[config.mk]
export PLATFORM = sky130hd
export DESIGN_NAME = spkt_ctrl
export DESIGN_NICKNAME = d
export VERILOG_FILES = /design/src/hdl/spkt_pkg.sv /design/src/hdl/spkt_ctrl.sv
export SDC_FILE = /design/constraint.sdc
export NUM_CORES = 1
export LEC_CHECK = 0
export ABC_AREA = 1
export BUFFER_PORTS_ARGS = -buffer_cell sky130_fd_sc_hd__buf_2
export CORE_AREA = 4 4 41 43
export CTS_CLUSTER_SIZE = 20
export DETAILED_ROUTE_END_ITERATION = 8
export DIE_AREA = 0 0 45 47
export GPL_ROUTABILITY_DRIVEN = 0
export PLACE_DENSITY = 0.84
export SLEW_MARGIN = 20
export SYNTH_ARGS = -nofsm -noshare
export SYNTH_HDL_FRONTEND = slang
export SYNTH_SLANG_ARGS = --single-unit
[constraint.sdc]
create_clock -name clk -period 2.75 [get_ports clk]
set_input_delay 0.55 -clock clk [delete_from_list [all_inputs] [get_ports clk]]
set_output_delay 0.55 -clock clk [all_outputs]
set_load 0.01 [all_outputs]
[src/hdl/spkt_pkg.sv]
// spkt_pkg: shared types and codes of the sorted prefix key table
// used by spkt_ctrl, spkt_dpath and sorted_prefix_key_table; no dependencies
`default_nettype none
package spkt_pkg;

  localparam int KEY_LEN_W = 3;   // width of the key_length field
  localparam int LEN_W     = 4;   // internal byte-count width, holds 0..8

  localparam logic [1:0] F_LOOKUP = 2'd0;
  localparam logic [1:0] F_INSERT = 2'd1;
  localparam logic [1:0] F_REMOVE = 2'd2;

  localparam logic [1:0] ST_NONE   = 2'd0;
  localparam logic [1:0] ST_EXACT  = 2'd1;
  localparam logic [1:0] ST_EXT    = 2'd2;
  localparam logic [1:0] ST_ABBREV = 2'd3;

  typedef enum logic [3:0] {
    S_IDLE, S_SRCH, S_SRCH_CMP, S_CHK_LO, S_CHK_PV, S_CNT0, S_CNT,
    S_PLAN, S_RM, S_RM_FIN, S_INS0, S_INS, S_INS_WR, S_DONE
  } state_t;

  typedef struct packed {
    logic load;
    logic srch_rd;
    logic srch_upd;
    logic chk_lo_rd;
    logic chk_lo;
    logic chk_pv_rd;
    logic chk_pv;
    logic cnt_start;
    logic cnt_step;
    logic plan;
    logic rm_start;
    logic rm_step;
    logic rm_fin;
    logic ins_start;
    logic ins_step;
    logic ins_wr;
    logic out_load;
  } cmd_t;

  typedef struct packed {
    logic lo_lt_hi;
    logic need_prev;
    logic cnt_go;
    logic cnt_cont;
    logic is_mod;
    logic is_ins;
    logic full;
    logic rm_go;
    logic rm_cont;
    logic ins_go;
    logic ins_cont;
  } sts_t;

endpackage
`default_nettype wire

[src/hdl/spkt_ctrl.sv]
// spkt_ctrl: sequencer of search, count, shift and result hand-off
// depends on spkt_pkg
`default_nettype none
module spkt_ctrl (
  input  wire logic           clk,
  input  wire logic           rst_n,
  input  wire logic           in_valid,
  output logic                in_ready,
  output logic                out_valid,
  input  wire logic           out_ready,
  input  wire spkt_pkg::sts_t sts,
  output spkt_pkg::cmd_t      cmd
);

  spkt_pkg::state_t state_r, state_nxt;
  logic             out_valid_r, out_valid_nxt;

  assign in_ready  = (state_r == spkt_pkg::S_IDLE);
  assign out_valid = out_valid_r;

  always_comb begin
    state_nxt = state_r;
    case (state_r)
      spkt_pkg::S_IDLE:     if (in_valid) state_nxt = spkt_pkg::S_SRCH;
      spkt_pkg::S_SRCH:     state_nxt = sts.lo_lt_hi ? spkt_pkg::S_SRCH_CMP : spkt_pkg::S_CHK_LO;
      spkt_pkg::S_SRCH_CMP: state_nxt = spkt_pkg::S_SRCH;
      spkt_pkg::S_CHK_LO:   state_nxt = sts.need_prev ? spkt_pkg::S_CHK_PV : spkt_pkg::S_CNT0;
      spkt_pkg::S_CHK_PV:   state_nxt = spkt_pkg::S_CNT0;
      spkt_pkg::S_CNT0:     state_nxt = sts.cnt_go ? spkt_pkg::S_CNT : spkt_pkg::S_PLAN;
      spkt_pkg::S_CNT:      if (!sts.cnt_cont) state_nxt = spkt_pkg::S_PLAN;
      spkt_pkg::S_PLAN: begin
        if (!sts.is_mod || sts.full) state_nxt = spkt_pkg::S_DONE;
        else if (sts.rm_go)          state_nxt = spkt_pkg::S_RM;
        else                         state_nxt = spkt_pkg::S_RM_FIN;
      end
      spkt_pkg::S_RM:       if (!sts.rm_cont) state_nxt = spkt_pkg::S_RM_FIN;
      spkt_pkg::S_RM_FIN:   state_nxt = sts.is_ins ? spkt_pkg::S_INS0 : spkt_pkg::S_DONE;
      spkt_pkg::S_INS0:     state_nxt = sts.ins_go ? spkt_pkg::S_INS : spkt_pkg::S_INS_WR;
      spkt_pkg::S_INS:      if (!sts.ins_cont) state_nxt = spkt_pkg::S_INS_WR;
      spkt_pkg::S_INS_WR:   state_nxt = spkt_pkg::S_DONE;
      spkt_pkg::S_DONE:     if (!out_valid_r || out_ready) state_nxt = spkt_pkg::S_IDLE;
      default:              state_nxt = spkt_pkg::S_IDLE;
    endcase
  end

  always_comb begin
    cmd = '0;
    case (state_r)
      spkt_pkg::S_IDLE:     cmd.load = in_valid;
      spkt_pkg::S_SRCH: begin
        cmd.srch_rd   = sts.lo_lt_hi;
        cmd.chk_lo_rd = !sts.lo_lt_hi;
      end
      spkt_pkg::S_SRCH_CMP: cmd.srch_upd = 1'b1;
      spkt_pkg::S_CHK_LO: begin
        cmd.chk_lo    = 1'b1;
        cmd.chk_pv_rd = sts.need_prev;
      end
      spkt_pkg::S_CHK_PV:   cmd.chk_pv = 1'b1;
      spkt_pkg::S_CNT0:     cmd.cnt_start = 1'b1;
      spkt_pkg::S_CNT:      cmd.cnt_step = 1'b1;
      spkt_pkg::S_PLAN: begin
        cmd.plan     = 1'b1;
        cmd.rm_start = sts.is_mod && !sts.full;
      end
      spkt_pkg::S_RM:       cmd.rm_step = 1'b1;
      spkt_pkg::S_RM_FIN:   cmd.rm_fin = 1'b1;
      spkt_pkg::S_INS0:     cmd.ins_start = 1'b1;
      spkt_pkg::S_INS:      cmd.ins_step = 1'b1;
      spkt_pkg::S_INS_WR:   cmd.ins_wr = 1'b1;
      spkt_pkg::S_DONE:     cmd.out_load = !out_valid_r || out_ready;
      default:              cmd = '0;
    endcase
  end

  always_comb begin
    out_valid_nxt = out_valid_r && !out_ready;
    if (cmd.out_load) out_valid_nxt = 1'b1;
  end

  always_ff @(posedge clk) begin
    if (!rst_n) begin
      state_r     <= spkt_pkg::S_IDLE;
      out_valid_r <= 1'b0;
    end else begin
      state_r     <= state_nxt;
      out_valid_r <= out_valid_nxt;
    end
  end

endmodule
`default_nettype wire

# ---- Word level (Yosys, flattened, before mapping)
# Index checks and enable logic that the tools add are counted.
# Widths: inputs -> output; s select.
dict set report totals {
  out_inout_bits 19
  ramBits 0
  mem_count 0
  latchBits 0
  rom_bits 0
  ff_bits 5
}
dict set report classes {
  magnitude_cmp 0
  n_reduce_logical 11
  mul 0
  n_mux 29
  n_bitwise 0
  eq_ne 18
  addsub 0
  shifts 0
  n_div 0
}
# operator n
set op_table {}
lappend op_table {{$pmux 4 s14} 1}
lappend op_table {{$eq 4x4->1 const B} 6}
lappend op_table {{$mux 4} 5}
lappend op_table {{$mux 1} 18}
lappend op_table {{$eq 4x3->1 const B} 4}
lappend op_table {{$ne 2x2->1 const B} 5}
lappend op_table {{$mux 3} 3}
lappend op_table {{$eq 4x2->1 const B} 2}
lappend op_table {{$logic_not 1->1} 5}
lappend op_table {{$reduce_and 5->1} 1}
lappend op_table {{$eq 4x1->1 const B} 1}
lappend op_table {{$logic_not 4->1} 1}
lappend op_table {{$mux 2} 2}
lappend op_table {{$logic_and 1x1->1} 2}
lappend op_table {{$logic_or 1x1->1} 2}

# ---- Logic depth before layout (Yosys ltp)
# Gate-level depths: netlist of run 1.
dict set report logic_depth {
  word_depth 4
  mapped_depth 9
  depth_no_buf 9
}

# ---- Worst setup path before layout of run 1
# Ideal clock, no wire load.
dict set report synth_timing {
  path_kind {register -> output}
  startpoint {register state_r[2]}
  endpoint {output port cmd[6] in the netlist's numbering}
  path_stages_with_launch 5
  n_path_buf 0
  arrival_ns 0.979
  slack_ns 1.221
  cell_sequence {dfxtp_1 -> inv_2 -> nor2_1 -> nand2_1 -> nor3_1}
}
# element line
set synth_lines {}
lappend synth_lines {{from (decl)} spkt_ctrl.sv:15} ;# spkt_pkg::state_t state_r, state_nxt;
lappend synth_lines {{from (signal assigned)} spkt_ctrl.sv:83} ;# state_r <= spkt_pkg::S_IDLE;
lappend synth_lines {{from (signal assigned)} spkt_ctrl.sv:86} ;# state_r <= state_nxt;
lappend synth_lines {{to (decl)} spkt_ctrl.sv:12} ;# output spkt_pkg::cmd_t cmd

==> results.yml, run 1 <==
place:
  numPlacedInstances: 160
  io_buffer_count: 33
  placed_cell_area_um2: 734
  dp_hpwl_um: 1370
cts:
  post_cts_resized: 0
  cts_made_buffers: 3
  cts_root_buffer: "clkbuf_4"
  clkTransAtPathRegs_ns: 0.04
  cts_tree: "done"
  htree_levels: 1
  cts_hold_buf: 0
  cts.sinks: 5
  cts.path.max_buffers: 2
  cts_setup_buffers: 0
  clk_latency_ns: 0.24
critical_path:
  cp.arrival_ns: 1.38
  r2r-end: "state_r[1]"
  crit_buf_inv: 2
  crit_chain: "inv_1, nor2_1, nand2_1, nor2_1, buf_2"
  slowest_stage: "dfxtp_1"
  cp.depth: 5
  cp_common_cell: "nor2_1"
  max_stage_delay_ns: 0.39
  critPathCapture: "cmd[15]"
  reg2regPathDepth: 8
  r2r-start: "state_r[0]"
  end_kind: "primary output"
  rrSetupSlack_ns: 1.38
  worstSetupPathType: "reg2out"
  cp_top_family: "simple AND/OR/NAND/NOR gates"
  required_ns: 2.20
  start_kind: "flop"
  startpoint: "state_r[0]"
  path_max_fanout: 5
routing:
  vias: 772
  avgViaCountPerCell: 4.71
  wire_per_inst_um: 9.67
  drtIter0Drc: 16
  final_antenna_net_count: 0
  wirelength_um: 1590
  firstDrtPassIters: 4
  drc_errors: 0
cells_and_area:
  design_area_um2: 761
  fin_cells: 164
  final_nets: 165
  final_cell_mix: "36 x nand2_1, 33 x buf_2, 23 x nor2_1, 19 x inv_1, 6 x nand3_1"
  utilization_pct: 58.5
  final_common_cell: "nand2_1"
  area_growth_pct: 38.2
  final_layout_size_suffix_gt1_share_pct: 30.2
  antenna_cells: 0
timing:
  hold_ws_ns: 0.495
  worst_pin_slew_ns: 0.312
  fin_crit_sh_pct: 70.2
  rsz0062_at_grt: "no"
  final.setup.tns_ns: 0
  timing.slew.headroom_pct: 79.1
  fin_skew_ns: 0.00234
  hold_viol: 0
  setup_viol: 0
  maxSlewViolCount: 0
  fin_crit_ns: 1.93
  fmax_ghz: 0.518
power_and_ir_drop:
  leakagePower_nw: 0.514
  p_per_area_nw_per_um2: 388
  ir_worst_vdd_mv: 0.227
logic_synthesis:
  syn_avg_cell_area_um2: 4.92
  synthSimpleGateAreaFrac_pct: 60.0
  yosysSeqAreaShare_pct: 18.2
  ys_types: 14
  ys_seq_elements: 5
  synthAdderAreaFrac_pct: 0
  syn_nets: 127
  yosys_warnings: 0
  synth.mux.area_fraction_pct: 0
  synth_compound_area_share_pct: 6.82
  synth-xor-area-share_pct: 0
  synth_top_family_by_area: "simple AND/OR/NAND/NOR gates"
  syn_inst: 112
  synth.cell_area_um2: 551
job:
  drv_cap: 0
global_routing:
  grt_max_degree: 7
  grt_busiest_layer: "met2"
  grt-ovfl-total: 0
  use_met2_pct: 27.1
  grt_pass1_vias: 643
  antenna_found_initial: 0
  gr-usage-met1_pct: 18.7
  use_met3_pct: 2.30
  grt_usage_pct: 15.9
  grt_pass1_wl_um: 2500
floorplan:
  die_area_um2: 2120
  start_util_pct: 42.3
  io_pins: 34
  die_w_um: 45
  core_area_um2: 1300
  dieHeight_um: 47
  fp-row-count: 13
worst_hold_path:
  hold_class: "reg2reg"
run_status:
  status: "finished clean"
## kinds of logic (layout without fill, tap and decap cells)
family / Yosys count / after routing
buf+inv: 22 / 59
simple gates: 78 / 78
flops: 5 / 5
compound gates: 7 / 7
## worst min path at each step
stage | from | to | slack [ns] | cells past startpoint
6_report | out_valid | out_valid | 0.49 | 2
5_1_grt | out_valid | out_valid | 0.54 | 2
4_1_cts | out_valid | out_valid | 0.50 | 2
3_5_place_dp | out_valid | out_valid | 0.49 | 2
3_3_place_gp | out_valid | out_valid | 0.48 | 2
2_1_floorplan | state_r[1] | state_r[1] | 0.48 | 2
## per-layer routing
layer  routed length (um)  part of all wire (%)  vias up
li1                     -                     -      414
met1                  672                    42      334
met2                  792                    50       20
met3                   91                   5.7        4
met4                   29                   1.8        0
met5                    0                     0        -
## sequential cells by signal, summed over array words and instances, names as in the netlist
name	count
state_r	4
out_valid	1
## power by group
group / switching (W) / internal, W / total, W
Combinational: 0.0000773 / 0.0000455 / 0.000123
Sequential: 0.00000843 / 0.0000791 / 0.0000875
Clock: 0.0000302 / 0.0000549 / 0.0000850
Total: 0.000116 / 0.000179 / 0.000295
## synthesized netlist by cell type
| master | count | area, um^2 |
|---|---|---|
| a21oi_1 | 5 | 25.0 |
| nand4_1 | 1 | 6.26 |
| nor3_1 | 4 | 20.0 |
| nand2_2 | 1 | 6.26 |
| nand3_1 | 6 | 30.0 |
| nand2_1 | 36 | 135 |
| inv_2 | 3 | 11.3 |
| nor2_1 | 23 | 86.3 |
| inv_1 | 19 | 71.3 |
| dfxtp_1 | 5 | 100 |
| o21ai_0 | 1 | 5.00 |
| nor2_2 | 5 | 31.3 |
| nand3b_1 | 2 | 15.0 |
| o211ai_1 | 1 | 7.51 |
## worst register-to-register path, cell delays in order (launching register included)
cell     delay (ns)
dfxtp_1        0.39
inv_1          0.12
nor2_1         0.27
nand2_1        0.13
nand2_1        0.11
inv_1          0.04
nand4_1        0.06
nand2_1        0.05
a21oi_1        0.13
## final cells by class
cell class	instances	area [um^2]
multi-input cells	85	368
fillers	157	541
repair buffers	33	165
clock buffers	4	26.3
flip-flops and latches	5	100
well taps	15	18.8
inverters	22	82.6
## per-stage QoR
step	total power (W)	setup WS, ns
2_1_floorplan	0.000170	1.22
3_3_place_gp	0.000208	1.13
3_5_place_dp	0.000211	1.09
4_1_cts	0.000300	0.818
5_1_grt	0.000321	0.712
6_report	0.000295	0.821
No activity file was read; power rests on OpenSTA's default activity.
==> run 2, diff against run 1 <==
Settings changed: CORE_AREA 4 4 41 43 to unset, CORE_MARGIN set to 4, CORE_UTILIZATION set to 37, DIE_AREA 0 0 45 47 to unset, PLACE_DENSITY 0.84 to 0.79.
Clock period 2.75 ns to 1.63 ns, I/O delays scaled along.
==> run 2 against run 1 <==
Combinational power is 75% higher. Critical path depth is 1 lower. Sequential cell count unchanged. Die area rose by 2.6%. Critical path type unchanged. Largest cell class unchanged.
==> results.yml, run 2 (same netlist as run 1, synthesis figures left out) <==
timing:
  setup_viol: 0
  maxSlewViolCount: 0
  timing.slew.headroom_pct: 83.0
  hold_viol: 0
  rsz0062_at_grt: "yes"
  fmax_ghz: 0.653
  worst_pin_slew_ns: 0.254
  fin_crit_ns: 1.53
  fin_crit_sh_pct: 94.0
  fin_skew_ns: 0.000178
cells_and_area:
  utilization_pct: 58.4
  final_cell_mix: "35 x nand2_1, 33 x buf_2, 20 x nor2_1, 18 x inv_1"
  final_layout_size_suffix_gt1_share_pct: 36.2
  top_register: "state_r"
  final_nets: 165
  largest_register_ffs: 4
  area_growth_pct: 43.2
  design_area_um2: 788
  antenna_cells: 0
  final_common_cell: "nand2_1"
critical_path:
  slowest_stage: "dfxtp_4"
  crit_chain: "nor2_2, inv_2, nor3_1, buf_2"
  r2r-end: "state_r[0]"
  cp.arrival_ns: 1.21
  path_max_fanout: 6
  worstSetupPathType: "reg2out"
  end_kind: "primary output"
  required_ns: 1.30
  r2r-start: "state_r[0]"
  start_kind: "flop"
  reg2regPathDepth: 9
  rrSetupSlack_ns: 0.27
  max_stage_delay_ns: 0.37
routing:
  dr_wl_met3_um: 88
  route.top_layer_used: "met3"
  firstDrtPassIters: 4
  dr_wl_met2_um: 865
  drc_errors: 0
  wirelength_um: 1650
  avgViaCountPerCell: 4.62
  vias: 757
  wire_per_inst_um: 10.1
  drt-met1-wl_um: 697
  final_antenna_net_count: 0
  drtIter0Drc: 8
worst_hold_path:
  hold-path-endpoint: "state_r[3]"
  hp-start: "rst_n"
  hold_class: "in2reg"
  hold-path-cell-count: 3
cts:
  htree_levels: 1
  cts_hold_buf: 0
  clk_latency_ns: 0.24
  cts.path.max_buffers: 2
  cts.sinks: 5
  cts_made_buffers: 3
  clkTransAtPathRegs_ns: 0.04
  cts_tree: "done"
  cts_root_buffer: "clkbuf_4"
power_and_ir_drop:
  p_per_area_nw_per_um2: 642
  leakagePower_nw: 0.517
  totalPowerFinal_w: 0.000506
  ir_worst_vdd_mv: 0.368
global_routing:
  grt_max_degree: 7
  grt_usage_pct: 16.0
  grt_pass1_wl_um: 2500
  antenna_found_initial: 0
  grt-ovfl-total: 0
  grt_pass1_vias: 640
place:
  io_buffer_count: 33
  dp_hpwl_um: 1380
  placed_cell_area_um2: 734
floorplan:
  die_area_um2: 2170
  core_area_um2: 1350
  fp-row-count: 13
  start_util_pct: 40.8
  io_pins: 34
  die_w_um: 46.6
  dieHeight_um: 46.6
job:
  drv_cap: 0
run_status:
  status: "finished clean"
-- run 2: cell counts in the layout (fill, tap and decap cells not counted) --
No cell type changed its count.
-- run 2: worst max path at each step --
stage,to,slack (ns),cells after the start,start
final,cmd[11],0.1,4,state_r[3]
after global routing,cmd[0],-0.02,5,state_r[3]
after CTS,cmd[0],0.007,5,state_r[2]
after detailed placement,cmd[15],0.20,5,state_r[0]
after global placement,cmd[15],0.23,5,state_r[0]
after floorplan,cmd[6],0.32,4,state_r[2]
-- run 2: area by class of cell --
| cell class | count | area [um^2] |
|---|---|---|
| inverter | 22 | 82.6 |
| fill | 149 | 562 |
| clock buffer | 4 | 26.3 |
| tap | 15 | 18.8 |
| sequential | 5 | 108 |
| multi-input combinational | 85 | 388 |
| timing repair buffer | 33 | 165 |
-- run 2: worst max-delay path, delay by kind of cell (launching register included) --
kind                   cells  cell delay [ns]
flip-flops                 1             0.37
buffers and inverters      2             0.25
AND/OR/NAND/NOR            2             0.35
-- run 2: where the power goes --
part	internal, W	switching [W]	leakage (nW)	total (W)
Combinational	0.0000807	0.000134	0.460	0.000215
Sequential	0.000134	0.0000172	0.0427	0.000152
Clock	0.0000923	0.0000472	0.0150	0.000140
Total	0.000307	0.000199	0.517	0.000506
-- run 2: metrics by stage --
| step | setup WS (ns) | TNS, ns | cells | hold slack [ns] |
|---|---|---|---|---|
| 2_1_floorplan | 0.325 | 0 | 112 | 0.471 |
| 3_3_place_gp | 0.229 | 0 | 160 | 0.486 |
| 3_5_place_dp | 0.203 | 0 | 160 | 0.504 |
| 4_1_cts | 0.00736 | 0 | 164 | 0.343 |
| 5_1_grt | -0.0198 | -0.0198 | 164 | 0.371 |
| 6_report | 0.0977 | 0 | 164 | 0.348 |
-- run 2: layer usage --
layer	track usage, %	up-vias
met5	0	-
met4	6.82	0
met3	1.56	0
met2	28.8	17
met1	18.7	325
li1	-	415
-- run 2: timing repair --
action / CTS / global route
gates resized for setup: 3 / 9
setup buffers: 0 / 0
setup endpoints to repair: 4 / 6
pin swaps: 0 / 0
==> run 3, diff against run 2 <==
Settings changed: CORE_MARGIN 4 to 8, CORE_UTILIZATION 37 to 41, HOLD_SLACK_MARGIN set to 0.15, PLACE_DENSITY 0.79 to 0.83.
Clock period 1.63 ns to 1.53 ns, I/O delays scaled along.
==> run 3 against run 2 <==
Global-route usage is 2.1 points lower. Power is 12% higher. Clock skew is 0.0017 ns higher. Combinational power is 15% higher. Clock power is 9% higher. Clock-buffer cell count stayed put. Worst setup slack worse by 0.043 ns. Sequential power is 12% higher. First-iteration DRC count is 13% lower. Core utilization is 6.5 points higher. Largest power group unchanged. Register-to-register slack worse by 0.08 ns. Sequential cell count stayed put.
==> results.yml, run 3 (same netlist as run 1, synthesis figures left out) <==
routing:
  drc_errors: 0
  wire_per_inst_um: 11.5
  vias: 792
  drtIter0Drc: 7
  avgViaCountPerCell: 4.80
  firstDrtPassIters: 3
  wirelength_um: 1910
  final_antenna_net_count: 0
global_routing:
  grt-ovfl-total: 0
  grt_pass1_wl_um: 3070
  grt_usage_pct: 13.8
  grt_max_degree: 7
  antenna_found_initial: 0
  grt_pass1_vias: 749
critical_path:
  end_kind: "primary output"
  cp.arrival_ns: 1.17
  worstSetupPathType: "reg2out"
  rrSetupSlack_ns: 0.19
  r2r-start: "state_r[0]"
  path_max_fanout: 5
  reg2regPathDepth: 9
  r2r-end: "state_r[3]"
  required_ns: 1.22
  start_kind: "flop"
timing:
  fin_crit_ns: 1.47
  fin_crit_sh_pct: 96.4
  hold_viol: 0
  worst_pin_slew_ns: 0.233
  setup_viol: 0
  fmax_ghz: 0.678
  timing.final.ws_setup_ns: 0.0551
  final.setup.tns_ns: 0
  maxSlewViolCount: 0
  fin_skew_ns: 0.00186
  rsz0062_at_grt: "yes"
  timing.slew.headroom_pct: 84.4
worst_hold_path:
  hold-path-endpoint: "state_r[3]"
  hold-path-cell-count: 3
  hold_class: "in2reg"
  hp-start: "rst_n"
cells_and_area:
  area_growth_pct: 51.4
  final_cell_mix: "33 x nand2_1, 33 x buf_2, 19 x nor2_1, 17 x inv_1"
  antenna_cells: 0
  design_area_um2: 833
  top_register: "state_r"
  final_nets: 166
  final_layout_size_suffix_gt1_share_pct: 40.7
  largest_register_ffs: 4
power_and_ir_drop:
  switchingPower_w: 0.000235
  pwr-share-seq_pct: 29.8
  p_int_w: 0.000334
  ir_worst_vdd_mv: 0.511
  p_comb_share_pct: 43.5
  leakagePower_nw: 0.540
  p_per_area_nw_per_um2: 683
  switching_share_pct: 41.3
  clockPowerShare_pct: 26.7
cts:
  cts_made_buffers: 3
  cts.path.max_buffers: 2
  clkTransAtPathRegs_ns: 0.04
  cts.sinks: 5
  cts_hold_buf: 0
  cts_tree: "done"
  cts_root_buffer: "clkbuf_4"
  htree_levels: 1
  clk_latency_ns: 0.24
floorplan:
  start_util_pct: 42.8
  core_area_um2: 1280
  io_pins: 34
  die_area_um2: 2770
  fp-row-count: 13
  die_w_um: 52.6
  dieHeight_um: 52.6
job:
  drv_cap: 0
place:
  place_ws_ns: 0.131
  io_buffer_count: 33
  dp_hpwl_um: 1510
  placed_cell_area_um2: 734
run_status:
  status: "finished clean"
[run 3: cell count changes in the layout (fill, tap and decap cells not counted), moves of 2 or more]
cell	change
nand2_1	-2
nor3_2	+2
dfxtp_2	-3
dfxtp_4	+3
nor3_1	-2
[run 3: worst max path at each step]
| stage | slack, ns | startpoint | endpoint |
|---|---|---|---|
| after floorplan | 0.24 | state_r[2] | cmd[6] |
| after global placement | 0.15 | state_r[0] | cmd[15] |
| after detailed placement | 0.13 | state_r[0] | cmd[15] |
| after CTS | 0.01 | state_r[2] | cmd[0] |
| after global routing | -0.02 | state_r[0] | cmd[16] |
| final | 0.06 | state_r[1] | cmd[0] |
[run 3: through the flow]
step           std cells  total power [W]  util (%)  hold slack (ns)
3_3_place_gp         160         0.000376      57.2            0.480
5_1_grt              165         0.000615      64.8            0.363
2_1_floorplan        112         0.000305         -            0.451
3_5_place_dp         160         0.000379      57.2            0.493
4_1_cts              164         0.000545      60.8            0.340
6_report             165         0.000569      64.8            0.347
[run 3: timing repair]
action                                  in CTS  in global routing
endpoints found under the setup margin       8                 11
buffers inserted                             0                  1
pin swaps                                    0                  2
resized for setup                           10                 14
gates cloned                                 0                  0
[run 3: worst max-delay path, cell delays in order (launching register included)]
cell	delay [ns]
dfxtp_4	0.37
inv_4	0.07
nand2_2	0.05
nor2_2	0.13
inv_1	0.06
a21oi_1	0.11
buf_2	0.14
[run 3: power groups by stage]
stage | logic [W] | registers, W | clock network [W]
after floorplan | 0.000150 | 0.000155 | 0
after global placement | 0.000219 | 0.000157 | 0
after detailed placement | 0.000221 | 0.000159 | 0
after CTS | 0.000230 | 0.000162 | 0.000153
after global routing | 0.000277 | 0.000173 | 0.000164
final | 0.000248 | 0.000170 | 0.000152
[run 3: layout make-up]
type | count | area (um^2)
well taps | 15 | 18.8
inverters | 22 | 85.1
clock buffers | 4 | 26.3
flip-flops and latches | 5 | 115
fillers | 121 | 452
multi-input cells | 85 | 415
repair buffers | 34 | 173
[run 3: routing by layer]
layer  vias up  track usage (%)  part of all wire [%]
li1        416                -                     -
met1       358             15.4                    41
met2        18             25.5                    52
met3         0             2.27                   6.6
met4         0             4.74                     0
met5         -                0                     0
